--- src/design/frbc_pkg.sv ---
// ----------------------------------------------------------------------------
// frbc_pkg: shared types and constants of the frame rate boost controller
// Divider request and response words, timing constants and strength rounding.
// ----------------------------------------------------------------------------
package frbc_pkg;

  localparam int unsigned DivdW = 32;
  localparam int unsigned DivsW = 33;

  typedef struct packed {
    logic             start;
    logic [DivdW-1:0] dividend;
    logic [DivsW-1:0] divisor;
  } frbc_div_req_t;

  typedef struct packed {
    logic             busy;
    logic             done;
    logic [DivdW-1:0] quotient;
  } frbc_div_rsp_t;

  localparam logic [1:0] OP_PRESENT = 2'd0;
  localparam logic [1:0] OP_REPORT  = 2'd1;
  localparam logic [1:0] OP_TICK    = 2'd2;

  localparam logic [2:0] CFG_ENABLE      = 3'd0;
  localparam logic [2:0] CFG_USER_TARGET = 3'd1;
  localparam logic [2:0] CFG_MARGIN      = 3'd2;
  localparam logic [2:0] CFG_BASE_PCT    = 3'd3;
  localparam logic [2:0] CFG_HOLD_MS     = 3'd4;
  localparam logic [2:0] CFG_GRADED      = 3'd5;
  localparam logic [2:0] CFG_PREFER      = 3'd6;
  localparam logic [2:0] CFG_FLOOR       = 3'd7;

  localparam logic [32:0] NS_DEFAULT_INTERVAL = 33'd16666666;
  localparam logic [63:0] NS_PRESENT_MAX_GAP  = 64'd100000000;
  localparam logic [63:0] NS_IDLE_TIMEOUT     = 64'd500000000;
  localparam logic [63:0] NS_MAX_INTERVAL     = 64'd5000000000;
  localparam logic [31:0] NS_PER_SEC          = 32'd1000000000;
  localparam logic [19:0] NS_PER_MS           = 20'd1000000;
  localparam logic [8:0]  TARGET_MAX          = 9'd300;
  localparam logic [31:0] WARMUP_SAMPLES      = 32'd8;
  localparam logic [6:0]  PCT_MIN             = 7'd5;
  localparam logic [6:0]  PCT_MAX             = 7'd100;
  localparam logic [31:0] FPS_SAT             = 32'd65535;

  // round up to a multiple of five (x/5 as x*205 >> 10), cap at 100
  function automatic logic [6:0] frbc_round_pct(input logic [7:0] pct);
    logic [8:0]  y;
    logic [16:0] p;
    logic [4:0]  q5;
    logic [7:0]  r;
    y  = {1'b0, pct} + 9'd4;
    p  = {8'b0, y} * 17'd205;
    q5 = p[14:10];
    r  = {3'b0, q5} * 8'd5;
    return (r > {1'b0, PCT_MAX}) ? PCT_MAX : r[6:0];
  endfunction

endpackage

--- src/design/frame_rate_boost_controller.sv ---
// ----------------------------------------------------------------------------
// frame_rate_boost_controller: frame cadence tracker and CPU boost decision
// Averages the frame interval from presents and reports and grades a boost
// percent on each control tick.
// ----------------------------------------------------------------------------
//  channel   dir  handshake                  word
//  s_axis    in   s_axis_tvalid/tready       event: tdata 168 b, tuser 3 b
//  m_axis    out  m_axis_tvalid/tready       decision: tdata 32 b
//  cfg       in   cfg_valid/cfg_ready        register index 3 b, data 14 b
//
//  Present and report words do not use the divider. A tick that is not idle or
//  cold runs one pass of the shared divider for the fps and may run a second
//  pass for the graded strength.
//  Reset clears all state at once; no clearing pass.
//  A new event is taken while the last decision waits in the output register;
//  the next decision holds until that register is free.
// ----------------------------------------------------------------------------
module frame_rate_boost_controller import frbc_pkg::*; (
  input  logic         clk_i,
  input  logic         rst_ni,
  input  logic         s_axis_tvalid,
  output logic         s_axis_tready,
  // [63:0] now_ns, [85:64] source_pid, [149:86] report_interval_ns,
  // [161:150] report_target_fps, [167:162] zero
  input  logic [167:0] s_axis_tdata,
  // [1:0] opcode, [2] from_compositor
  input  logic [2:0]   s_axis_tuser,
  output logic         m_axis_tvalid,
  input  logic         m_axis_tready,
  // [0] boost_on, [7:1] strength_pct, [8] floor_on, [24:9] measured_fps,
  // [31:25] zero
  output logic [31:0]  m_axis_tdata,
  input  logic         cfg_valid,
  output logic         cfg_ready,
  input  logic [2:0]   cfg_addr,
  input  logic [13:0]  cfg_data
);

  typedef enum logic [3:0] {
    S_IDLE, S_PRES, S_REP, S_FEED0, S_FEED1, S_TICK0, S_TICK1, S_TDIV,
    S_TCMP, S_THOLD, S_GRADE, S_GDIV, S_GFIN, S_OUT
  } state_e;

  // configuration
  logic       enable_q, graded_q, prefer_q, floor_q;
  logic [8:0] user_target_q;
  logic [6:0] margin_q, base_q;
  logic [13:0] hold_ms_q;

  assign cfg_ready = 1'b1;

  always_ff @(posedge clk_i or negedge rst_ni) begin
    if (!rst_ni) begin
      enable_q      <= 1'b0;
      user_target_q <= 9'd60;
      margin_q      <= 7'd1;
      base_q        <= 7'd60;
      hold_ms_q     <= 14'd250;
      graded_q      <= 1'b1;
      prefer_q      <= 1'b1;
      floor_q       <= 1'b1;
    end else if (cfg_valid) begin
      case (cfg_addr)
        CFG_ENABLE:      enable_q      <= cfg_data[0];
        CFG_USER_TARGET: user_target_q <= cfg_data[8:0];
        CFG_MARGIN:      margin_q      <= cfg_data[6:0];
        CFG_BASE_PCT:    base_q        <= cfg_data[6:0];
        CFG_HOLD_MS:     hold_ms_q     <= cfg_data;
        CFG_GRADED:      graded_q      <= cfg_data[0];
        CFG_PREFER:      prefer_q      <= cfg_data[0];
        CFG_FLOOR:       floor_q       <= cfg_data[0];
        default: ;
      endcase
    end
  end

  state_e        state_q;
  frbc_div_req_t div_req_q;
  frbc_div_rsp_t div_rsp;

  logic [63:0] now_q, rep_int_q;
  logic [21:0] pid_q;
  logic [11:0] rep_tgt_q;

  logic [32:0] ema_q, last_interval_q;
  logic [31:0] sample_count_q;
  logic [21:0] tracked_pid_q;
  logic [8:0]  reported_target_q;
  logic [63:0] last_present_q, last_report_q, last_jank_q;
  logic        boosting_q;
  logic [6:0]  current_pct_q;
  logic [15:0] last_fps_q;

  logic [63:0] feed_x_q, act_q, sum_q;
  logic [33:0] hold_ns_q;
  logic [8:0]  tgt_q;
  logic [31:0] fps_q;
  logic        rel_q;
  logic        out_valid_q;
  logic [31:0] out_data_q;

  logic [64:0] pres_diff;
  logic        pres_later;
  logic [63:0] rep_gap, tick_gap, hold_d;
  logic        feed_bad;
  logic [32:0] li_d;
  logic [35:0] ema_sum;
  logic [32:0] ema_d;
  logic [8:0]  eff_tgt;
  logic [33:0] hold_ns_d;
  logic        jank, rel_d;
  logic [6:0]  base_c, room;
  logic        ungraded;
  logic [8:0]  deficit;
  logic [15:0] prod;
  logic [7:0]  pct_sum;
  logic        tick_idle, tick_cold, div_go;

  always_comb begin
    pres_diff  = {1'b0, now_q} - {1'b0, last_present_q};
    pres_later = ~pres_diff[64] && (pres_diff[63:0] != '0);
    rep_gap    = now_q - last_present_q;
    tick_gap   = now_q - act_q;
    hold_d     = sum_q - now_q;

    feed_bad = (feed_x_q == '0) || (feed_x_q > NS_MAX_INTERVAL);
    li_d     = feed_bad ? ((last_interval_q != '0) ? last_interval_q : NS_DEFAULT_INTERVAL)
                        : feed_x_q[32:0];
    ema_sum  = {3'b0, ema_q} + {2'b0, ema_q, 1'b0} + {3'b0, last_interval_q};
    ema_d    = (ema_q == '0) ? last_interval_q : ema_sum[34:2];

    eff_tgt   = (prefer_q && reported_target_q != '0 && reported_target_q <= TARGET_MAX)
                ? reported_target_q : user_target_q;
    hold_ns_d = {20'b0, hold_ms_q} * {14'b0, NS_PER_MS};

    jank  = ({1'b0, fps_q} + {26'b0, margin_q}) < {24'b0, tgt_q};
    rel_d = fps_q >= {22'b0, ({1'b0, tgt_q} + {3'b0, margin_q})};

    if (base_q < PCT_MIN)      base_c = PCT_MIN;
    else if (base_q > PCT_MAX) base_c = PCT_MAX;
    else                       base_c = base_q;
    room     = PCT_MAX - base_c;
    ungraded = !graded_q || (tgt_q == '0) || (fps_q >= {23'b0, tgt_q});
    deficit  = tgt_q - fps_q[8:0];
    prod     = {9'b0, room} * {7'b0, deficit};
    pct_sum  = {1'b0, base_c} + div_rsp.quotient[7:0];

    tick_idle = (act_q != '0) && (tick_gap > NS_IDLE_TIMEOUT);
    tick_cold = (ema_q == '0) || (sample_count_q < WARMUP_SAMPLES);
    div_go    = ((state_q == S_TICK1) && !tick_idle && !tick_cold) ||
                ((state_q == S_GRADE) && !ungraded);
  end

  frbc_div u_div (
    .clk_i  (clk_i),
    .rst_ni (rst_ni),
    .req_i  (div_req_q),
    .rsp_o  (div_rsp)
  );

  assign s_axis_tready = (state_q == S_IDLE);
  assign m_axis_tvalid = out_valid_q;
  assign m_axis_tdata  = out_data_q;

  always_ff @(posedge clk_i or negedge rst_ni) begin
    if (!rst_ni) begin
      state_q           <= S_IDLE;
      div_req_q         <= '0;
      now_q             <= '0;
      rep_int_q         <= '0;
      pid_q             <= '0;
      rep_tgt_q         <= '0;
      ema_q             <= '0;
      last_interval_q   <= '0;
      sample_count_q    <= '0;
      tracked_pid_q     <= '0;
      reported_target_q <= '0;
      last_present_q    <= '0;
      last_report_q     <= '0;
      last_jank_q       <= '0;
      boosting_q        <= 1'b0;
      current_pct_q     <= '0;
      last_fps_q        <= '0;
      feed_x_q          <= '0;
      act_q             <= '0;
      sum_q             <= '0;
      hold_ns_q         <= '0;
      tgt_q             <= '0;
      fps_q             <= '0;
      rel_q             <= 1'b0;
      out_valid_q       <= 1'b0;
      out_data_q        <= '0;
    end else begin
      div_req_q.start <= div_go;
      if (out_valid_q && m_axis_tready && state_q != S_OUT) begin
        out_valid_q <= 1'b0;
      end
      case (state_q)
        S_IDLE: begin
          if (s_axis_tvalid) begin
            now_q     <= s_axis_tdata[63:0];
            pid_q     <= s_axis_tdata[85:64];
            rep_int_q <= s_axis_tdata[149:86];
            rep_tgt_q <= s_axis_tdata[161:150];
            case (s_axis_tuser[1:0])
              OP_PRESENT: state_q <= enable_q ? S_PRES : S_OUT;
              OP_REPORT:  state_q <= (enable_q && !s_axis_tuser[2]) ? S_REP : S_OUT;
              OP_TICK:    state_q <= S_TICK0;
              default:    state_q <= S_OUT;
            endcase
          end
        end
        S_PRES: begin
          last_present_q <= now_q;
          if (last_present_q != '0 && pres_later) begin
            feed_x_q <= pres_diff[63:0];
            state_q  <= (pres_diff[63:0] <= NS_PRESENT_MAX_GAP) ? S_FEED0 : S_OUT;
          end else begin
            feed_x_q <= '0;
            state_q  <= S_FEED0;
          end
        end
        S_REP: begin
          if (rep_tgt_q != '0 && rep_tgt_q <= {3'b0, TARGET_MAX}) begin
            reported_target_q <= rep_tgt_q[8:0];
          end
          if (tracked_pid_q != pid_q) begin
            tracked_pid_q   <= pid_q;
            last_interval_q <= '0;
            ema_q           <= '0;
            sample_count_q  <= '0;
          end
          last_report_q <= now_q;
          feed_x_q      <= rep_int_q;
          state_q <= (last_present_q == '0 || rep_gap > NS_IDLE_TIMEOUT) ? S_FEED0 : S_OUT;
        end
        S_FEED0: begin
          last_interval_q <= li_d;
          state_q         <= S_FEED1;
        end
        S_FEED1: begin
          ema_q <= ema_d;
          if (sample_count_q != '1) begin
            sample_count_q <= sample_count_q + 32'd1;
          end
          state_q <= S_OUT;
        end
        S_TICK0: begin
          act_q <= (last_present_q > last_report_q) ? last_present_q : last_report_q;
          if (!enable_q) begin
            boosting_q    <= 1'b0;
            current_pct_q <= '0;
            last_fps_q    <= '0;
            state_q       <= S_OUT;
          end else begin
            state_q <= S_TICK1;
          end
        end
        S_TICK1: begin
          tgt_q     <= eff_tgt;
          hold_ns_q <= hold_ns_d;
          if (tick_idle) begin
            last_interval_q <= '0;
            ema_q           <= '0;
            sample_count_q  <= '0;
            boosting_q      <= 1'b0;
            current_pct_q   <= '0;
            last_fps_q      <= '0;
            state_q         <= S_OUT;
          end else if (tick_cold) begin
            boosting_q    <= 1'b0;
            current_pct_q <= '0;
            last_fps_q    <= '0;
            state_q       <= S_OUT;
          end else begin
            div_req_q.dividend <= NS_PER_SEC;
            div_req_q.divisor  <= ema_q;
            state_q            <= S_TDIV;
          end
        end
        S_TDIV: begin
          if (div_rsp.done) begin
            fps_q      <= div_rsp.quotient;
            last_fps_q <= (div_rsp.quotient > FPS_SAT) ? FPS_SAT[15:0]
                                                       : div_rsp.quotient[15:0];
            state_q    <= S_TCMP;
          end
        end
        S_TCMP: begin
          rel_q <= rel_d;
          sum_q <= last_jank_q + {30'b0, hold_ns_q};
          if (jank) begin
            last_jank_q <= now_q;
            boosting_q  <= 1'b1;
            state_q     <= S_GRADE;
          end else if (boosting_q) begin
            state_q <= S_THOLD;
          end else begin
            current_pct_q <= '0;
            state_q       <= S_OUT;
          end
        end
        S_THOLD: begin
          if (rel_q && hold_d[63]) begin
            boosting_q    <= 1'b0;
            current_pct_q <= '0;
            state_q       <= S_OUT;
          end else begin
            boosting_q <= 1'b1;
            state_q    <= S_GRADE;
          end
        end
        S_GRADE: begin
          if (ungraded) begin
            current_pct_q <= base_c;
            state_q       <= S_OUT;
          end else begin
            div_req_q.dividend <= {16'b0, prod};
            div_req_q.divisor  <= {24'b0, tgt_q};
            state_q            <= S_GDIV;
          end
        end
        S_GDIV: begin
          if (div_rsp.done) begin
            state_q <= S_GFIN;
          end
        end
        S_GFIN: begin
          current_pct_q <= frbc_round_pct(pct_sum);
          state_q       <= S_OUT;
        end
        S_OUT: begin
          if (!out_valid_q || m_axis_tready) begin
            out_valid_q <= 1'b1;
            out_data_q  <= {7'b0, last_fps_q, boosting_q & floor_q, current_pct_q,
                            boosting_q};
            state_q     <= S_IDLE;
          end
        end
        default: state_q <= S_IDLE;
      endcase
    end
  end

`ifndef NO_ASSERTIONS
  a_pct_zero_idle: assert property (@(posedge clk_i) disable iff (!rst_ni)
    !boosting_q |-> current_pct_q == '0)
    else $error("strength set while not boosting");

  a_pct_range: assert property (@(posedge clk_i) disable iff (!rst_ni)
    (boosting_q && state_q == S_IDLE) |->
      (current_pct_q >= PCT_MIN && current_pct_q <= PCT_MAX))
    else $error("strength out of range while boosting");

  a_cadence_pair: assert property (@(posedge clk_i) disable iff (!rst_ni)
    (sample_count_q == '0) == (ema_q == '0))
    else $error("sample count and average disagree");

  a_div_start_idle: assert property (@(posedge clk_i) disable iff (!rst_ni)
    div_req_q.start |-> !div_rsp.busy)
    else $error("divider started while busy");

  a_div_wait: assert property (@(posedge clk_i) disable iff (!rst_ni)
    div_rsp.done |-> (state_q == S_TDIV || state_q == S_GDIV))
    else $error("divider result not awaited");
`endif

endmodule

--- src/design/frbc_div.sv ---
// ----------------------------------------------------------------------------
// frbc_div: shared restoring divider
// One quotient bit a cycle; a start word loads the operands, done pulses once.
// ----------------------------------------------------------------------------
module frbc_div import frbc_pkg::*; (
  input  logic          clk_i,
  input  logic          rst_ni,
  input  frbc_div_req_t req_i,
  output frbc_div_rsp_t rsp_o
);

  localparam logic [4:0] LastStep = 5'(DivdW - 1);

  logic             busy_q;
  logic             done_q;
  logic [4:0]       cnt_q;
  logic [DivsW-1:0] rem_q;
  logic [DivdW-1:0] quo_q;
  logic [DivsW-1:0] dvs_q;

  logic [DivsW:0]   shifted;
  logic [DivsW+1:0] trial;
  logic             fits;
  logic [DivsW-1:0] rem_d;

  always_comb begin
    shifted = {rem_q, quo_q[DivdW-1]};
    trial   = {1'b0, shifted} - {2'b0, dvs_q};
    fits    = ~trial[DivsW+1];
    rem_d   = fits ? trial[DivsW-1:0] : shifted[DivsW-1:0];
  end

  always_ff @(posedge clk_i or negedge rst_ni) begin
    if (!rst_ni) begin
      busy_q <= 1'b0;
      done_q <= 1'b0;
      cnt_q  <= '0;
      rem_q  <= '0;
      quo_q  <= '0;
      dvs_q  <= '0;
    end else begin
      done_q <= 1'b0;
      if (req_i.start) begin
        busy_q <= 1'b1;
        cnt_q  <= '0;
        rem_q  <= '0;
        quo_q  <= req_i.dividend;
        dvs_q  <= req_i.divisor;
      end else if (busy_q) begin
        rem_q <= rem_d;
        quo_q <= {quo_q[DivdW-2:0], fits};
        cnt_q <= cnt_q + 5'd1;
        if (cnt_q == LastStep) begin
          busy_q <= 1'b0;
          done_q <= 1'b1;
        end
      end
    end
  end

  assign rsp_o.busy     = busy_q;
  assign rsp_o.done     = done_q;
  assign rsp_o.quotient = quo_q;

endmodule

--- config.mk ---
export PLATFORM = sky130hd
export DESIGN_NAME = frame_rate_boost_controller
export DESIGN_NICKNAME = d
export VERILOG_FILES = /design/src/design/frbc_pkg.sv /design/src/design/frame_rate_boost_controller.sv /design/src/design/frbc_div.sv
export SDC_FILE = /design/constraint.sdc
export NUM_CORES = 2
export LEC_CHECK = 0
export ABC_AREA = 1
export BUFFER_PORTS_ARGS = -buffer_cell sky130_fd_sc_hd__buf_2
export CELL_PAD_IN_SITES_DETAIL_PLACEMENT = 1
export CELL_PAD_IN_SITES_GLOBAL_PLACEMENT = 2
export CORE_UTILIZATION = 41
export DETAILED_ROUTE_END_ITERATION = 10
export PLACE_DENSITY = 0.84
export SLEW_MARGIN = 20
export SYNTH_ARGS = -nofsm -noshare
export SYNTH_HDL_FRONTEND = slang
export SYNTH_SLANG_ARGS = --single-unit
--- constraint.sdc ---
create_clock -name clk_i -period 11.25 [get_ports clk_i]
set_input_delay 1.125 -clock clk_i [delete_from_list [all_inputs] [get_ports clk_i]]
set_output_delay 1.125 -clock clk_i [all_outputs]
set_load 0.05 [all_outputs]
* After elaboration in Yosys (flattened, before gate mapping)
Cells that the tools add are included.
** Word-level totals
- Input port bits :: 193
- Output and inout bits :: 35
- Flip-flop bits (word level) :: 1011
- Logic and storage cells :: 270
** Cells by class
- Reductions and logical operators :: 70
- Multiplexer cells :: 76
- Multiply operators :: 4
- Equal/unequal tests :: 44
- Add/sub/neg operators :: 16
- $lt $le $gt $ge :: 15
- Bitwise operators :: 3
** Operators by type and width (count)
- $mux 33 :: 8
- $pmux 33 s3 :: 2
- $mux 65 :: 3
- $reduce_bool 64->1 :: 3
- $sub 64x64->64 :: 3
- $mux 32 :: 5
- $pmux 65 s2 :: 1
- $gt 64x29->1 const B :: 2
- $logic_not 64->1 :: 2
- $mux 64 :: 2
- $pmux 64 s2 :: 1
- $pmux 32 s3 :: 1
- $mux 16 :: 5
- $mux 7 :: 10
- $sub 64x64->65 :: 1
- $add 64x34->64 :: 1
- $gt 64x33->1 const B :: 1
- $gt 64x64->1 :: 1
- $le 64x27->1 const B :: 1
- $pmux 4 s13 :: 1
- $mux 4 :: 12
- $pmux 16 s3 :: 1
- $pmux 7 s6 :: 1
- $add 33x34->35 :: 1
- 68 further kinds :: 159

* Depth between registers and ports, before layout
- Depth after elaboration :: 10
- Gate-level depth with buffers :: 45
- Gate-level depth less buffers :: 45

* Modules after synthesis
A second synthesis with hierarchy kept.
** Unflattened totals
- Cells, all modules :: 10527
- Area, all modules :: 74327.5 um^2
** By module, submodules not included
- frame_rate_boost_controller :: seq. area each 22318.9 um^2, times used 1, cells each 9459, area each 67068.1 um^2
- frbc_div :: seq. area each 2627.5 um^2, times used 1, cells each 1068, area each 7259.5 um^2

* Least setup slack after synthesis
No wires, ideal clock.
- Path type :: reg2reg
- Start :: register base_q[1]
- End :: register current_pct_q[2]
- Required time :: 11133 ps
- Setup slack :: 3681 ps
- Stages on the path, launching flop included :: 43
- Setup time :: 117 ps
- Arrival time :: 7452 ps
- Path through :: dfrtp_1 > o21ai_0 > a21oi_1 > inv_1 > nand2_1 > nand2_1 > ha_1 > inv_1 > fa_1 > xor2_1 > inv_1 > ha_1 > inv_1 > nor3_1 > xor2_1 > inv_1 > ha_1 > inv_1 > (+7 left out) > nand4_1 > o221ai_1 > nand2_1 > nand2_1 > a21oi_1 > xor2_1 > inv_1 > ha_1 > fa_1 > or2_2 > a21oi_1 > nor2_1 > nand3_1 > nand2_1 > o21ai_0 > nand2_1 > nand2_1 > nand2_1
** Between the ends
- Longest elaborated chain between the ends :: 10
- Elaborated cells on any way between the ends :: 12
** RTL lines
- start, declared :: line frame_rate_boost_controller.sv:47 : logic [6:0] margin_q, base_q;
- start signal, assigned :: line frame_rate_boost_controller.sv:67 : CFG_BASE_PCT: base_q <= cfg_data[6:0];
- $gt 7x7->1 :: line frame_rate_boost_controller.sv:140 : else if (base_q > PCT_MAX) base_c = PCT_MAX;
- $mux 7 :: line frame_rate_boost_controller.sv:140
- $mux 7 (*) :: line frame_rate_boost_controller.sv:139 : if (base_q < PCT_MIN) base_c = PCT_MIN;
- $add 7x8->8 :: line frame_rate_boost_controller.sv:146 : pct_sum = {1'b0, base_c} + div_rsp.quotient[7:0];
- $add 8x3->9 :: line frbc_pkg.sv:53 : y = {1'b0, pct} + 9'd4;
- $mul 9x8->15 :: line frbc_pkg.sv:54 : p = {8'b0, y} * 17'd205;
- $mul 5x3->8 :: line frbc_pkg.sv:56 : r = {3'b0, q5} * 8'd5;
- $gt 8x7->1 :: line frbc_pkg.sv:57 : return (r > {1'b0, PCT_MAX}) ? PCT_MAX : r[6:0];
- $mux 7 :: line frbc_pkg.sv:57
- $pmux 7 s6 (*) :: line frame_rate_boost_controller.sv:198 : case (state_q)
- end signal, assigned :: line frame_rate_boost_controller.sv:315 : current_pct_q <= base_c;
- end signal, assigned :: line frame_rate_boost_controller.sv:329 : current_pct_q <= frbc_round_pct(pct_sum);
- end, declared :: line frame_rate_boost_controller.sv:91 : logic [6:0] current_pct_q;
Mark *: on every way between the ends. The rest lies on a longest branch, timed or not. The select of a mux whose other input is x is not followed.
A chain may end at the register's enable or synchronous reset.

* Worst setup path after layout
Ends and elaborated chain as after synthesis.

==> flow_metrics.tcl <==
set metrics [dict create \
    numCtsBuffers 119 \
    area_growth_pct 10.4 \
    path_buf_inv 10 \
    status "finished clean" \
    ioPinCount 228 \
    ys_top_cells_by_area "dfrtp_1 (34%), nand2_1 (14%), ha_1 (10%)" \
    required_ns 11.91 \
    core_um2 174000 \
    yosys.cell_count.top_type "nand2_1" \
    rr_startpoint "base_q[1]$_DFFE_PN0P_" \
    drtAntennaViolNets 0 \
    synth_ff_type "dfrtp_1" \
    placementRows 153 \
    drv_cap 0 \
    cts_resized 0 \
    crit_top_cell "inv_1" \
    drive_gt1_share_pct 7.33 \
    rr_worst_depth 42 \
    synth_warnings 0 \
    layout_min_cycle_time_ns 8.73 \
    design_area_um2 79700 \
    finalSetupViolations 0 \
    slowest_stage "fa_1" \
    grt-ovfl-total 0 \
    antenna_found_initial 9 \
    slew_violations 0 \
    clockBufferDepth 3 \
    grt_pass1_vias 68400 \
    wl_met2_um 119000 \
    rsz0062_at_grt "false" \
    crit_cells 42 \
    drc 0 \
    routed_wl_um 264000 \
    finish.net_count 10900 \
    wl_per_cell_um 21.3 \
    viasPerCell 5.42 \
    path_clk_slew_ns 0.06 \
    fin_hold_ws_ns 0.351 \
    synthTopCellsByCount "nand2_1 (2767), inv_1 (1498), dfrtp_1 (978), o21ai_0 (833), ha_1 (598)" \
    r2r_end "current_pct_q[2]$_DFFE_PN0P_" \
    grt_max_degree 172 \
    synth_cells 9804 \
    drt_iter0_drc 4221 \
    dpl_cell_area_um2 75600 \
    fin_ws_ns 2.52 \
    synth_edf_count 0 \
    cts.sinks 996 \
    dr_wl_met3_um 9990 \
    initial_core_util_pct 41.4 \
    fill_cells 22000 \
    end_kind "flip-flop" \
    grtUsageTotal_pct 29.5 \
    dpl_worst_slack_ns 2.54 \
    grt_pass1_wl_um 409000 \
    max_freq_mhz 115 \
    vias 66900 \
    cts_root_buffer "clkbuf_16" \
    crit_type "flip-flop to flip-flop" \
    start_kind "flip-flop" \
    gp_congestion 0.943 \
    yosys.area.top_type_share_pct 33.9 \
    top_layer_used "met4" \
    arrival_ns 9.39 \
    period_share_pct 77.6 \
    seq_area_frac_synth_pct 34.5 \
    rrSetupSlack_ns 2.52 \
    crit_family "adder cells" \
    synth_cell_types 74 \
    die_y_um 422 \
    yosysTopAreaCell "dfrtp_1" \
    insertion_delay_ns 0.78 \
    clock_skew_ns 0.0281 \
    critPathMaxStageDelay_ns 0.54 \
    ys_seq_elements 996 \
    avgSynthCellArea_um2 7.37 \
    hold_viol 0 \
    regArea_um2 24900 \
    cts_tree "done" \
    relSlewSlack_pct 31.5 \
    dieArea_um2 178000 \
    worst_pin_slew_ns 1.03 \
    cts_setup_buffers 0 \
    netlist_area_um2 72200 \
    multi_input_area_um2 40500 \
    met1_length_um 126000 \
    async_flop_share_pct 100 \
    dp_hpwl_um 212000 \
    worst-path-max-fanout 5 \
    htree_num_levels 3 \
    postCtsHoldBufs 0 \
    min-delay-path-class "input port to async pin" \
    drtPass1Iterations 6 \
    port_buffers 213 \
    die-width_um 422 \
    fin_tns_setup_ns 0 \
]
-- metrics by stage --
stage / cells / utilization, %
floorplan: 9810 / -
detailed placement: 12100 / 43.3
global placement: 12100 / 43.3
global route: 12400 / 45.7
finish: 12400 / 45.7
CTS: 12400 / 45.7
-- cell type report --
type / instances / area share, %
well taps: 2325 / 3.65
multi-input cells: 7033 / 50.8
inverters: 1519 / 7.16
clock buffers: 172 / 4.40
flip-flops and latches: 996 / 31.3
clock inverters: 50 / 0.739
diodes: 5 / 0.0157
repair buffers: 262 / 1.89
-- registers in the layout, summed over array words and instances, names as in the netlist, 51 cells and up --
register        cells
feed_x_q           64
now_q              64
rep_int_q          64
last_present_q     64
sum_q              64
div_req_q          51
act_q              64
last_jank_q        64
last_report_q      64
-- worst max path at each step --
stage	startpoint	end	slack (ns)
after detailed placement	base_q[1]$_DFFE_PN0P_	current_pct_q[2]$_DFFE_PN0P_	2.54
after CTS	base_q[1]$_DFFE_PN0P_	current_pct_q[2]$_DFFE_PN0P_	2.50
after global routing	base_q[1]$_DFFE_PN0P_	current_pct_q[2]$_DFFE_PN0P_	1.76
after floorplan	base_q[1]$_DFFE_PN0P_	current_pct_q[2]$_DFFE_PN0P_	3.68
after global placement	base_q[1]$_DFFE_PN0P_	current_pct_q[2]$_DFFE_PN0P_	2.60
final	base_q[1]$_DFFE_PN0P_	current_pct_q[2]$_DFFE_PN0P_	2.52
-- per-layer routing --
layer	up-vias	GRT usage (%)
met5	-	0
met2	1198	46.6
met4	0	8.88
li1	32000	-
met3	294	3.10
met1	33400	42.3
-- layout by cell type, fill, tap and decap left out, types with 22 or more instances in the layout --
master	Yosys	final
xor2_1	145	145
mux2_2	45	45
o21bai_1	35	35
o211ai_1	48	48
nor2_2	23	27
clkbuf_8	0	29
clkinv_2	0	24
o21ai_0	833	833
nor4_1	77	77
or2_2	34	34
o22ai_1	103	103
buf_2	22	212
buf_4	13	44
xnor2_1	83	83
clkbuf_16	0	121
ha_1	598	598
a31oi_1	38	38
o21ai_2	57	56
a21oi_1	492	492
nand2_1	2767	2766
dfrtp_1	978	977
nand4_1	148	148
o21ai_1	64	64
nor2_1	593	582
nand3b_1	44	44
fa_1	134	134
nand2_2	34	34
clkbuf_1	204	22
nor3_1	96	96
nand3_1	335	335
inv_1	1498	1498
o221ai_1	34	34
-- logic make-up after synthesis --
kind of cell / after synthesis / synth area share, %
adders and majority gates: 732 / 14.1
xor gates and xnor gates: 228 / 2.77
and+or+nand+nor: 4201 / 24.3
DFF: 996 / 34.5
muxes: 45 / 0.702
other: 2 / 0.0104
AOI/OAI and AO/OA: 1819 / 14.1
buffers and inverters: 1781 / 9.52
Power is not shown: default switching activity piles up to over one toggle a cycle in this logic, so the estimate is an artifact.
